### config.mk
export PLATFORM = sky130hd
export DESIGN_NAME = bbox_window_median_depth_gate
export DESIGN_NICKNAME = d
export VERILOG_FILES = /design/src/wmdg_pkg.sv /design/src/wmdg_cell.sv /design/src/wmdg_sort_chain.sv /design/src/wmdg_origin.sv /design/src/bbox_window_median_depth_gate.sv
export SDC_FILE = /design/constraint.sdc
export NUM_CORES = 2
export LEC_CHECK = 0
export BUFFER_PORTS_ARGS = -buffer_cell sky130_fd_sc_hd__buf_2
export CORE_ASPECT_RATIO = 1.75
export CORE_MARGIN = 2
export CORE_UTILIZATION = 45
export DETAILED_ROUTE_END_ITERATION = 8
export SYNTH_ARGS = -nofsm -noshare
export SYNTH_HDL_FRONTEND = slang
export SYNTH_HIERARCHICAL = 1
export SYNTH_SLANG_ARGS = --single-unit
### constraint.sdc
create_clock -name clk -period 20.1 [get_ports clk]
set_input_delay 2.01 -clock clk [delete_from_list [all_inputs] [get_ports clk]]
set_output_delay 2.01 -clock clk [all_outputs]
set_load 0.02 [all_outputs]
### src/wmdg_pkg.sv
// shared constants and types of the window median depth gate
package wmdg_pkg;

    localparam int WINDOW_RADIUS = 4;
    localparam int WIN_SIDE      = 2 * WINDOW_RADIUS;
    localparam int WIN_COUNT     = WIN_SIDE * WIN_SIDE;
    localparam int MED_RANK      = WIN_COUNT / 2;
    localparam int CNT_W         = $clog2(WIN_COUNT + 1);

    localparam int DEPTH_W  = 16;
    localparam int EDGE_W   = 13;
    localparam int EXTENT_W = 12;
    localparam int SIZE_W   = 13;
    localparam int ORIGIN_W = 12;
    localparam int CTR_W    = 15;

    localparam int APB_DATA_W = 32;
    localparam int APB_ADDR_W = 3;

    localparam logic [SIZE_W-1:0] IMAGE_WIDTH_RESET  = SIZE_W'(640);
    localparam logic [SIZE_W-1:0] IMAGE_HEIGHT_RESET = SIZE_W'(480);

    localparam logic REG_IDX_WIDTH  = 1'b0;
    localparam logic REG_IDX_HEIGHT = 1'b1;

    localparam logic KIND_REQUEST = 1'b0;
    localparam logic KIND_SAMPLE  = 1'b1;

    localparam logic RESULT_ORIGIN = 1'b0;
    localparam logic RESULT_MEDIAN = 1'b1;

    typedef struct packed {
        logic insert;
        logic [DEPTH_W-1:0] sample;
        logic [CNT_W-1:0] count;
    } sort_cmd_t;

    typedef struct packed {
        logic insert;
        logic occupied;
        logic tail;
    } cell_ctl_t;

endpackage

### src/wmdg_cell.sv
// one insertion cell of the sorted sample chain
module wmdg_cell
    import wmdg_pkg::*;
(
    input  logic               clk,
    input  cell_ctl_t          ctl,
    input  logic [DEPTH_W-1:0] sample,
    input  logic [DEPTH_W-1:0] prev_val,
    input  logic               prev_gt,
    output logic [DEPTH_W-1:0] val,
    output logic               gt
);

    logic [DEPTH_W-1:0] val_reg;
    logic [DEPTH_W-1:0] val_next;

    assign gt  = ctl.occupied && (val_reg > sample);
    assign val = val_reg;

    always_comb
    begin
        val_next = val_reg;
        if (ctl.insert && (gt || ctl.tail))
        begin
            val_next = prev_gt ? prev_val : sample;
        end
    end

    always_ff @(posedge clk)
    begin
        val_reg <= val_next;
    end

endmodule

### src/wmdg_sort_chain.sv
// row of insertion cells holding the window samples in ascending order
module wmdg_sort_chain
    import wmdg_pkg::*;
(
    input  logic               clk,
    input  logic               rst_n,
    input  sort_cmd_t          cmd,
    output logic [DEPTH_W-1:0] median
);

    logic [DEPTH_W-1:0] cell_val [WIN_COUNT];
    logic               cell_gt  [WIN_COUNT];

    genvar i;
    generate
        for (i = 0; i < WIN_COUNT; i++)
        begin : g_cell
            cell_ctl_t          ctl;
            logic [DEPTH_W-1:0] prev_val;
            logic               prev_gt;

            assign ctl.insert   = cmd.insert;
            assign ctl.occupied = cmd.count > CNT_W'(i);
            assign ctl.tail     = cmd.count == CNT_W'(i);

            if (i == 0)
            begin : g_head
                assign prev_val = '0;
                assign prev_gt  = 1'b0;
            end
            else
            begin : g_body
                assign prev_val = cell_val[i-1];
                assign prev_gt  = cell_gt[i-1];
            end

            wmdg_cell u_cell (
                .clk      (clk),
                .ctl      (ctl),
                .sample   (cmd.sample),
                .prev_val (prev_val),
                .prev_gt  (prev_gt),
                .val      (cell_val[i]),
                .gt       (cell_gt[i])
            );
        end
    endgenerate

    assign median = cell_val[MED_RANK];

    generate
        for (i = 0; i < WIN_COUNT - 1; i++)
        begin : g_order_chk
            a_sorted: assert property (@(posedge clk) disable iff (!rst_n)
                (cmd.count > CNT_W'(i + 1)) |-> (cell_val[i] <= cell_val[i+1]))
                else $error("sample chain out of order");
        end
    endgenerate

endmodule

### src/wmdg_origin.sv
// clamps a window centre into the image and gives the window origin
module wmdg_origin
    import wmdg_pkg::*;
(
    input  logic signed [CTR_W-1:0] centre,
    input  logic [SIZE_W-1:0]       size,
    output logic [ORIGIN_W-1:0]     origin
);

    localparam logic signed [CTR_W-1:0] RADIUS_S = CTR_W'(WINDOW_RADIUS);
    localparam logic signed [CTR_W-1:0] ORIGIN_TOP = CTR_W'((1 << ORIGIN_W) - 1);

    logic signed [CTR_W-1:0] upper;
    logic signed [CTR_W-1:0] lim_hi;
    logic signed [CTR_W-1:0] lim_lo;
    logic signed [CTR_W-1:0] shifted;

    always_comb
    begin
        upper   = $signed(CTR_W'(size)) - RADIUS_S - CTR_W'(1);
        lim_hi  = (centre > upper) ? upper : centre;
        lim_lo  = (lim_hi < RADIUS_S) ? RADIUS_S : lim_hi;
        shifted = lim_lo - RADIUS_S;
        origin  = (shifted > ORIGIN_TOP) ? ORIGIN_TOP[ORIGIN_W-1:0]
                                         : shifted[ORIGIN_W-1:0];
    end

endmodule

### src/bbox_window_median_depth_gate.sv
// top level: window origin from a box request, median depth gate over the window samples
// path: an accepted item that gives a result passes the middle stage, then the output register
// throughput: one item per cycle while req_stall is low; the chain places each sample directly
// an item that gives no result (a sample not marked last) sets no valid in the middle stage
// reset: image size registers go to 640 by 480, held depth and tolerance to zero,
// sample count to zero; the sample cells are not cleared and no clearing pass runs
module bbox_window_median_depth_gate
    import wmdg_pkg::*;
(
    input  logic                        clk,
    input  logic                        rst_n,

    input  logic                        psel,
    input  logic                        penable,
    input  logic                        pwrite,
    input  logic [APB_ADDR_W-1:0]       paddr,
    input  logic [APB_DATA_W-1:0]       pwdata,
    output logic [APB_DATA_W-1:0]       prdata,
    output logic                        pready,

    input  logic                        req_valid,
    output logic                        req_stall,
    input  logic                        kind,
    input  logic signed [EDGE_W-1:0]    box_left,
    input  logic signed [EDGE_W-1:0]    box_top,
    input  logic [EXTENT_W-1:0]         box_width,
    input  logic [EXTENT_W-1:0]         box_height,
    input  logic [DEPTH_W-1:0]          expected_depth,
    input  logic [DEPTH_W-1:0]          depth_tolerance,
    input  logic [DEPTH_W-1:0]          depth_sample,
    input  logic                        last_sample,

    output logic                        res_valid,
    input  logic                        res_stall,
    output logic                        result_kind,
    output logic [ORIGIN_W-1:0]         window_x,
    output logic [ORIGIN_W-1:0]         window_y,
    output logic [DEPTH_W-1:0]          median_depth,
    output logic                        depth_valid
);

    logic [SIZE_W-1:0]  image_width_reg;
    logic [SIZE_W-1:0]  image_height_reg;
    logic [DEPTH_W-1:0] held_expected_reg;
    logic [DEPTH_W-1:0] held_tolerance_reg;
    logic [CNT_W-1:0]   cnt_reg;
    logic [CNT_W-1:0]   cnt_next;

    logic                    mid_valid_reg;
    logic                    mid_kind_reg;
    logic                    mid_complete_reg;
    logic signed [CTR_W-1:0] mid_cx_reg;
    logic signed [CTR_W-1:0] mid_cy_reg;

    logic                res_valid_reg;
    logic                res_kind_reg;
    logic [ORIGIN_W-1:0] res_x_reg;
    logic [ORIGIN_W-1:0] res_y_reg;
    logic [DEPTH_W-1:0]  res_median_reg;
    logic                res_ok_reg;

    logic                    cfg_write;
    logic                    req_accept;
    logic                    produces;
    logic                    out_load_ok;
    logic signed [CTR_W-1:0] cx_next;
    logic signed [CTR_W-1:0] cy_next;
    sort_cmd_t               cmd;
    logic [DEPTH_W-1:0]      median;
    logic [ORIGIN_W-1:0]     org_x;
    logic [ORIGIN_W-1:0]     org_y;
    logic [DEPTH_W:0]        diff;
    logic                    res_kind_next;
    logic [ORIGIN_W-1:0]     res_x_next;
    logic [ORIGIN_W-1:0]     res_y_next;
    logic [DEPTH_W-1:0]      res_median_next;
    logic                    res_ok_next;

    // apb register access
    assign pready    = 1'b1;
    assign cfg_write = psel && penable && pwrite;

    always_comb
    begin
        prdata = '0;
        unique case (paddr[2])
            REG_IDX_WIDTH:  prdata = APB_DATA_W'(image_width_reg);
            REG_IDX_HEIGHT: prdata = APB_DATA_W'(image_height_reg);
            default:        prdata = '0;
        endcase
    end

    always_ff @(posedge clk or negedge rst_n)
    begin
        if (!rst_n)
        begin
            image_width_reg  <= IMAGE_WIDTH_RESET;
            image_height_reg <= IMAGE_HEIGHT_RESET;
        end
        else if (cfg_write)
        begin
            unique case (paddr[2])
                REG_IDX_WIDTH:  image_width_reg  <= pwdata[SIZE_W-1:0];
                REG_IDX_HEIGHT: image_height_reg <= pwdata[SIZE_W-1:0];
                default:        image_width_reg  <= image_width_reg;
            endcase
        end
    end

    // item handshake
    assign out_load_ok = !res_valid_reg || !res_stall;
    assign req_stall   = mid_valid_reg && !out_load_ok;
    assign req_accept  = req_valid && !req_stall;
    assign produces    = (kind == KIND_REQUEST) || last_sample;

    assign cx_next = CTR_W'(box_left) + $signed(CTR_W'(box_width >> 1));
    assign cy_next = CTR_W'(box_top) + $signed(CTR_W'(box_height >> 1));

    assign cmd.insert = req_accept && (kind == KIND_SAMPLE)
                        && (cnt_reg < CNT_W'(WIN_COUNT));
    assign cmd.sample = depth_sample;
    assign cmd.count  = cnt_reg;

    always_comb
    begin
        cnt_next = cnt_reg;
        if (req_accept)
        begin
            if (kind == KIND_REQUEST || last_sample)
            begin
                cnt_next = '0;
            end
            else if (cnt_reg < CNT_W'(WIN_COUNT))
            begin
                cnt_next = cnt_reg + CNT_W'(1);
            end
        end
    end

    always_ff @(posedge clk or negedge rst_n)
    begin
        if (!rst_n)
        begin
            cnt_reg            <= '0;
            held_expected_reg  <= '0;
            held_tolerance_reg <= '0;
        end
        else
        begin
            cnt_reg <= cnt_next;
            if (req_accept && kind == KIND_REQUEST)
            begin
                held_expected_reg  <= expected_depth;
                held_tolerance_reg <= depth_tolerance;
            end
        end
    end

    wmdg_sort_chain u_chain (
        .clk    (clk),
        .rst_n  (rst_n),
        .cmd    (cmd),
        .median (median)
    );

    // middle stage
    always_ff @(posedge clk or negedge rst_n)
    begin
        if (!rst_n)
        begin
            mid_valid_reg <= 1'b0;
        end
        else if (!mid_valid_reg || out_load_ok)
        begin
            mid_valid_reg <= req_accept && produces;
        end
    end

    always_ff @(posedge clk)
    begin
        if (req_accept)
        begin
            mid_kind_reg     <= kind;
            mid_complete_reg <= cnt_reg >= CNT_W'(WIN_COUNT - 1);
            mid_cx_reg       <= cx_next;
            mid_cy_reg       <= cy_next;
        end
    end

    wmdg_origin u_origin_x (
        .centre (mid_cx_reg),
        .size   (image_width_reg),
        .origin (org_x)
    );

    wmdg_origin u_origin_y (
        .centre (mid_cy_reg),
        .size   (image_height_reg),
        .origin (org_y)
    );

    always_comb
    begin
        diff = (held_expected_reg > median)
               ? {1'b0, held_expected_reg} - {1'b0, median}
               : {1'b0, median} - {1'b0, held_expected_reg};
        if (mid_kind_reg == KIND_REQUEST)
        begin
            res_kind_next   = RESULT_ORIGIN;
            res_x_next      = org_x;
            res_y_next      = org_y;
            res_median_next = '0;
            res_ok_next     = 1'b0;
        end
        else
        begin
            res_kind_next   = RESULT_MEDIAN;
            res_x_next      = '0;
            res_y_next      = '0;
            res_median_next = mid_complete_reg ? median : '0;
            res_ok_next     = mid_complete_reg
                              && (diff <= {1'b0, held_tolerance_reg});
        end
    end

    // output register
    always_ff @(posedge clk or negedge rst_n)
    begin
        if (!rst_n)
        begin
            res_valid_reg <= 1'b0;
        end
        else if (out_load_ok)
        begin
            res_valid_reg <= mid_valid_reg;
        end
    end

    always_ff @(posedge clk)
    begin
        if (out_load_ok && mid_valid_reg)
        begin
            res_kind_reg   <= res_kind_next;
            res_x_reg      <= res_x_next;
            res_y_reg      <= res_y_next;
            res_median_reg <= res_median_next;
            res_ok_reg     <= res_ok_next;
        end
    end

    assign res_valid    = res_valid_reg;
    assign result_kind  = res_kind_reg;
    assign window_x     = res_x_reg;
    assign window_y     = res_y_reg;
    assign median_depth = res_median_reg;
    assign depth_valid  = res_ok_reg;

    a_cnt_range: assert property (@(posedge clk) disable iff (!rst_n)
        cnt_reg <= CNT_W'(WIN_COUNT))
        else $error("sample count beyond window size");

    a_request_clears: assert property (@(posedge clk) disable iff (!rst_n)
        (req_accept && kind == KIND_REQUEST) |=> (cnt_reg == '0))
        else $error("request did not empty the sample store");

    a_origin_clean: assert property (@(posedge clk) disable iff (!rst_n)
        (res_valid_reg && res_kind_reg == RESULT_ORIGIN)
            |-> (res_median_reg == '0 && !res_ok_reg))
        else $error("origin item carries depth data");

    a_no_stall_free_mid: assert property (@(posedge clk) disable iff (!rst_n)
        (!mid_valid_reg) |-> !req_stall)
        else $error("input stalled with empty middle stage");

endmodule
After elaboration in Yosys (flattened, before gate mapping)
Cells that the tools add are included.

word-level totals
  register bits after elaboration = 669
  latch bits = 0
  RAM bits = 0
  ROM bits = 0
  input bits = 142
  output and inout port bits = 77
  word-level logic and storage cells = 336
  memories = 0

cells by class
  $add $sub $neg = 11
  $mul = 0
  div/mod/pow operators = 0
  order comparisons = 76
  equality and inequality tests = 32
  shift-type cells = 0
  muxes and demuxes = 43
  bitwise gates (word level) = 2
  reduce and logical (&&, ||, !) cells = 123

operators with widths
  cell                                                                     count
  16-bit > comparator                                                      34
  16-bit two-way mux                                                       32
  7-bit by 5-bit == test with 1-bit output (second input constant)         16
  7-bit by 5-bit > comparator with 1-bit output (second input constant)    16
  1-bit logical AND                                                        76
  32-bit one-hot mux with 2 select lines                                   1
  15-bit two-way mux                                                       4
  7-bit by 4-bit == test with 1-bit output (second input constant)         8
  7-bit by 4-bit > comparator with 1-bit output (second input constant)    8
  1-bit logical OR                                                         36
  16-bit by 16-bit subtractor with 17-bit output                           2
  15-bit by 13-bit > comparator with 1-bit output (second input constant)  2
  15-bit > comparator                                                      2
  15-bit by 4-bit < comparator with 1-bit output (second input constant)   2
  15-bit by 2-bit subtractor with 15-bit output (second input constant)    2
  15-bit by 4-bit subtractor with 15-bit output (second input constant)    2
  13-bit by 12-bit adder with 14-bit output                                2
  7-bit by 3-bit == test with 1-bit output (second input constant)         4
  7-bit by 3-bit > comparator with 1-bit output (second input constant)    4
  13-bit by 3-bit subtractor with 14-bit output (second input constant)    2
  12-bit two-way mux                                                       2
  17-bit by 16-bit less-or-equal comparator with 1-bit output              1
  17-bit two-way mux                                                       1
  7-bit by 2-bit == test with 1-bit output (second input constant)         2
  other kinds (15)                                                         26

Longest topological paths before layout
  depth after elaboration = 9
  depth in mapped cells = 39
  mapped depth without buffers = 32

Hierarchy
Netlist, hierarchy kept.

by module, submodules not included
  module                         instances  cells an instance  area each (µm²)  seq. area each (µm²)
  wmdg_cell                      33         112                1,077.3          480.5
  bbox_window_median_depth_gate  1          736                8,254.2          3,846.2
  wmdg_origin                    2          294                2,097.0          0.0
  wmdg_sort_chain                1          115                658.1            0.0

Least setup slack after synthesis
OpenSTA, ideal clock, no wires.

  path type = reg-to-reg
  start = register image_width_reg[2]
  end = register res_x_reg[0], in the netlist window_x[0] (data pin)
  setup time = 0.266 ns
  arrival = 7.736 ns
  data required time = 19.834 ns
  setup slack = 12.097 ns
  stages on the path, launching flop included = 38
  path buffers = 7
  period minus slack after synthesis = 8.003 ns
  path through = dfrtp_1 > buf_4 > inv_1 > ha_1 > buf_2 > buf_6 > or4_1 > o31a_1 > a211oi_2 > xnor2_1 > ha_1 > nand4_1 > nor3_1 > nor3_2 > a21oi_2 > buf_2 > buf_2 > mux2i_1 > [... 2 more ...] > ha_1 > clkbuf_1 > inv_1 > clkbuf_1 > and2_1 > mux2i_1 > inv_1 > ha_1 > inv_1 > nor4_1 > a221o_1 > nand2_1 > or3_4 > or4_1 > a21o_1 > a32oi_4 > o22ai_1 > nor2b_1

on the way
  longest elaborated chain between the ends = 9

RTL lines
  element                                          line                                  source
  start: declaration                               bbox_window_median_depth_gate.sv:42   logic [SIZE_W-1:0] image_width_reg;
  start signal: assignment                         bbox_window_median_depth_gate.sv:103  REG_IDX_WIDTH: image_width_reg <= pwdata[SIZE_W-1:0];
  start signal: assignment                         bbox_window_median_depth_gate.sv:105  default: image_width_reg <= image_width_reg;
  13-bit by 3-bit subtractor with 14-bit output *  wmdg_origin.sv:20                     upper = $signed(CTR_W'(size)) - RADIUS_S - CTR_W'(1);
  15-bit by 2-bit subtractor with 15-bit output *  wmdg_origin.sv:20
  15-bit > comparator                              wmdg_origin.sv:21                     lim_hi = (centre > upper) ? upper : centre;
  15-bit two-way mux *                             wmdg_origin.sv:21
  15-bit by 4-bit < comparator with 1-bit output   wmdg_origin.sv:22                     lim_lo = (lim_hi < RADIUS_S) ? RADIUS_S : lim_hi;
  15-bit two-way mux *                             wmdg_origin.sv:22
  15-bit by 4-bit subtractor with 15-bit output *  wmdg_origin.sv:23                     shifted = lim_lo - RADIUS_S;
  15-bit by 13-bit > comparator with 1-bit output  wmdg_origin.sv:24                     origin = (shifted > ORIGIN_TOP) ? ORIGIN_TOP[ORIGIN_W-1:0]
  12-bit two-way mux *                             wmdg_origin.sv:24
  named net org_x[0]                               bbox_window_median_depth_gate.sv:70   logic [ORIGIN_W-1:0] org_x;
  end signal: assignment                           bbox_window_median_depth_gate.sv:244  res_x_reg <= res_x_next;
  end: declaration                                 bbox_window_median_depth_gate.sv:57   logic [ORIGIN_W-1:0] res_x_reg;

Mark *: on every way through the listed nets, which the timed path passes. The rest lies on a longest branch.
A chain may end at the register's enable or synchronous reset.

Worst setup path after layout
  start = register image_height_reg[2]
  end = register res_y_reg[0], in the netlist window_y[0] (data pin)

on the way
  longest elaborated chain between the ends = 9

RTL lines
  element                                          line                                  source
  start: declaration                               bbox_window_median_depth_gate.sv:43   logic [SIZE_W-1:0] image_height_reg;
  start signal: assignment                         bbox_window_median_depth_gate.sv:104  REG_IDX_HEIGHT: image_height_reg <= pwdata[SIZE_W-1:0];
  13-bit by 3-bit subtractor with 14-bit output *  wmdg_origin.sv:20
  15-bit by 2-bit subtractor with 15-bit output *  wmdg_origin.sv:20
  15-bit > comparator                              wmdg_origin.sv:21
  15-bit two-way mux *                             wmdg_origin.sv:21
  15-bit by 4-bit < comparator with 1-bit output   wmdg_origin.sv:22
  15-bit two-way mux *                             wmdg_origin.sv:22
  15-bit by 4-bit subtractor with 15-bit output *  wmdg_origin.sv:23
  15-bit by 13-bit > comparator with 1-bit output  wmdg_origin.sv:24
  12-bit two-way mux *                             wmdg_origin.sv:24
  named net org_y[0]                               bbox_window_median_depth_gate.sv:71   logic [ORIGIN_W-1:0] org_y;
  end signal: assignment                           bbox_window_median_depth_gate.sv:245  res_y_reg <= res_y_next;
  end: declaration                                 bbox_window_median_depth_gate.sv:58   logic [ORIGIN_W-1:0] res_y_reg;

Marked as above.

==> results.py <==
metrics = {
    "global_route": {
        "track_usage_pct": 25.88,
        "grt_pass1_wl_um": 220700,
        "grt_max_degree": 68,
        "antenna_found_initial": 3,
        "grt-ovfl-total": 0,
        "grt_pass1_vias": 40270,
    },
    "cts": {
        "numCtsBuffers": 72,
        "ctsResizeCount": 0,
        "cts_setup_buffers": 0,
        "clk_pin_slew_ps": 60,
        "postCtsHoldBufs": 0,
        "root_buffer": "clkbuf_16",
        "clk_latency_ps": 680,
        "h-tree-depth": 3,
        "cts_tree": "yes",
        "clkSinkCount": 667,
        "clockBufferDepth": 3,
    },
    "outcome": {
        "status": "finished, final reports clean",
    },
    "synthesis": {
        "avgSynthCellArea_um2": 9.478,
        "synth_area_mm2": 0.04864,
        "yosysWarnings": 6,
        "synthCells": 5132,
    },
    "cells_and_area": {
        "layout-drive-gt1-share_pct": 13.61,
        "syn_to_final_growth_pct": 10.88,
        "post-route-util_pct": 50.30,
        "fin_nets": 6115,
        "largest_reg_flops": 528,
    },
    "worst_setup_path": {
        "end_kind": "flop",
        "cp_data_arrival_time_ps": 9960,
        "worstPathMaxFanout": 26,
        "cp_slowest_cell": "dfrtp_1",
        "path_delay_family": "compound AO/OA/AOI/OAI gates",
        "critPathLaunchType": "flop",
        "cp_num_buf_inv": 5,
        "worstPathRequired_ps": 20500,
        "slowest_delay_ps": 710,
        "crit_type": "flop to flop",
    },
    "floorplan": {
        "num_rows": 159,
        "core_area_mm2": 0.1072,
        "die_h_um": 438.9,
        "start_util_pct": 45.36,
        "dieWidth_um": 252.5,
        "die_area_mm2": 0.1108,
        "io_pins": 219,
    },
    "route": {
        "first_iter_violations": 2184,
        "drc_errors": 0,
        "vias_per_cell": 5.743,
        "postRouteAntennaNets": 0,
        "wirelength_um": 144400,
        "wl_per_cell_um": 21.38,
        "vias": 38790,
        "drtPass1Iterations": 7,
    },
    "timing": {
        "fmax_mhz": 104.6,
        "setup_viol_count_final": 0,
        "tightest_slew_ps": 1168,
        "rsz0062_at_grt": "no",
        "finalCritPeriodShare_pct": 47.56,
        "fin_worst_skew_ps": 29.96,
        "slew_headroom_pct": 21.89,
        "hold_slack_ps": 492.1,
        "fin_crit_ps": 9560,
        "hold_viol": 0,
        "slew_violations": 0,
        "setup_tns_ps": 0,
    },
    "power": {
        "power_density_mw_per_mm2": 73.40,
        "power.leakage_nw": 21.74,
        "ir_drop_uv": 61.69,
    },
    "place": {
        "dp_hpwl_um": 106100,
        "port_buffers": 175,
        "gp_congestion": 0.8735,
    },
    "flow_run": {
        "drv_cap": 0,
    },
    "hold_path": {
        "hold_class": "flop to flop",
    },
}
## power by group
group	leakage (nW)	internal, mW	total [mW]	switching [mW]
logic	14.4	0.365	0.948	0.583
clock network	1.11	0.765	1.36	0.591
registers	6.25	1.58	1.65	0.0742
total	21.7	2.71	3.96	1.25
## cells in the final DEF (no fill, tap or decap), drive strengths merged, types with 10 or more instances in the layout
cell,count
nand2,721
inv,682
ha,639
o21ai,605
edfxtp,600
a21oi,337
buf,271
nor2,212
nand4,152
mux2,111
clkbuf,88
nor3,78
nor2b,71
dfrtp,61
a211oi,53
or4,44
nand3,40
conb,40
o211ai,40
xnor2,38
a31oi,38
a2111oi,37
a2111o,35
a311oi,33
xor2,28
a21o,24
clkinv,24
or3,23
mux2i,21
nor4,21
nand2b,13
a211o,12
o21a,12
nand3b,10
and2,10
nor3b,10
## layer usage
layer	GRT usage, %	vias up	share of wire [%]
met5	0	-	0.019
met4	14.26	4	5.5
met3	2.891	390	3.9
met2	51.39	945	55
met1	25.61	18580	36
li1	-	18870	-
## through the flow
| step | cell area [um^2] | instances | total power, mW | setup slack (ps) |
|---|---|---|---|---|
| 3_3_place_gp | 51620 | 6624 | 2.603 | 10870 |
| 4_1_cts | 53930 | 6752 | 3.989 | 10770 |
| 2_1_floorplan | 48780 | 5169 | 2.338 | 12100 |
| 5_1_grt | 53930 | 6753 | 4.148 | 10010 |
| 3_5_place_dp | 51620 | 6624 | 2.619 | 10810 |
| 6_report | 53930 | 6754 | 3.959 | 10540 |
## cell type report
| cell class | instances | area (um^2) |
|---|---|---|
| antenna | 2 | 5.005 |
| timing repair buffer | 271 | 1599 |
| tap | 1368 | 1712 |
| inverter | 679 | 2549 |
| clock buffer | 88 | 1904 |
| fill | 9961 | 53300 |
| clock inverter | 40 | 399.1 |
| sequential | 667 | 19700 |
| multi-input combinational | 3639 | 26060 |
## final timing paths
kind                                               end  slack [ps]                start  depth (start not counted)
worst max-delay path                       window_y[0]       10540  image_height_reg[2]                         32
worst min-delay path                         res_valid         490        mid_valid_reg                          1
worst max register to register             window_y[0]       10540  image_height_reg[2]                         32
worst min register to register               res_valid         490        mid_valid_reg                          1
max in group asynchronous                   cnt_reg[2]       17920                rst_n                          2
min in group asynchronous       held_tolerance_reg[10]        1550                rst_n                          2
## worst register-to-register path, delay by kind of cell (launching register included)
kind / cells / cell delay [ps]
compound gates: 10 / 2570
simple gates: 10 / 2580
buf+inv: 5 / 1070
flops: 1 / 710
xor+xnor: 1 / 230
fa+ha+maj: 4 / 1620
mux: 2 / 540
Power figures use the tool's default switching activity.
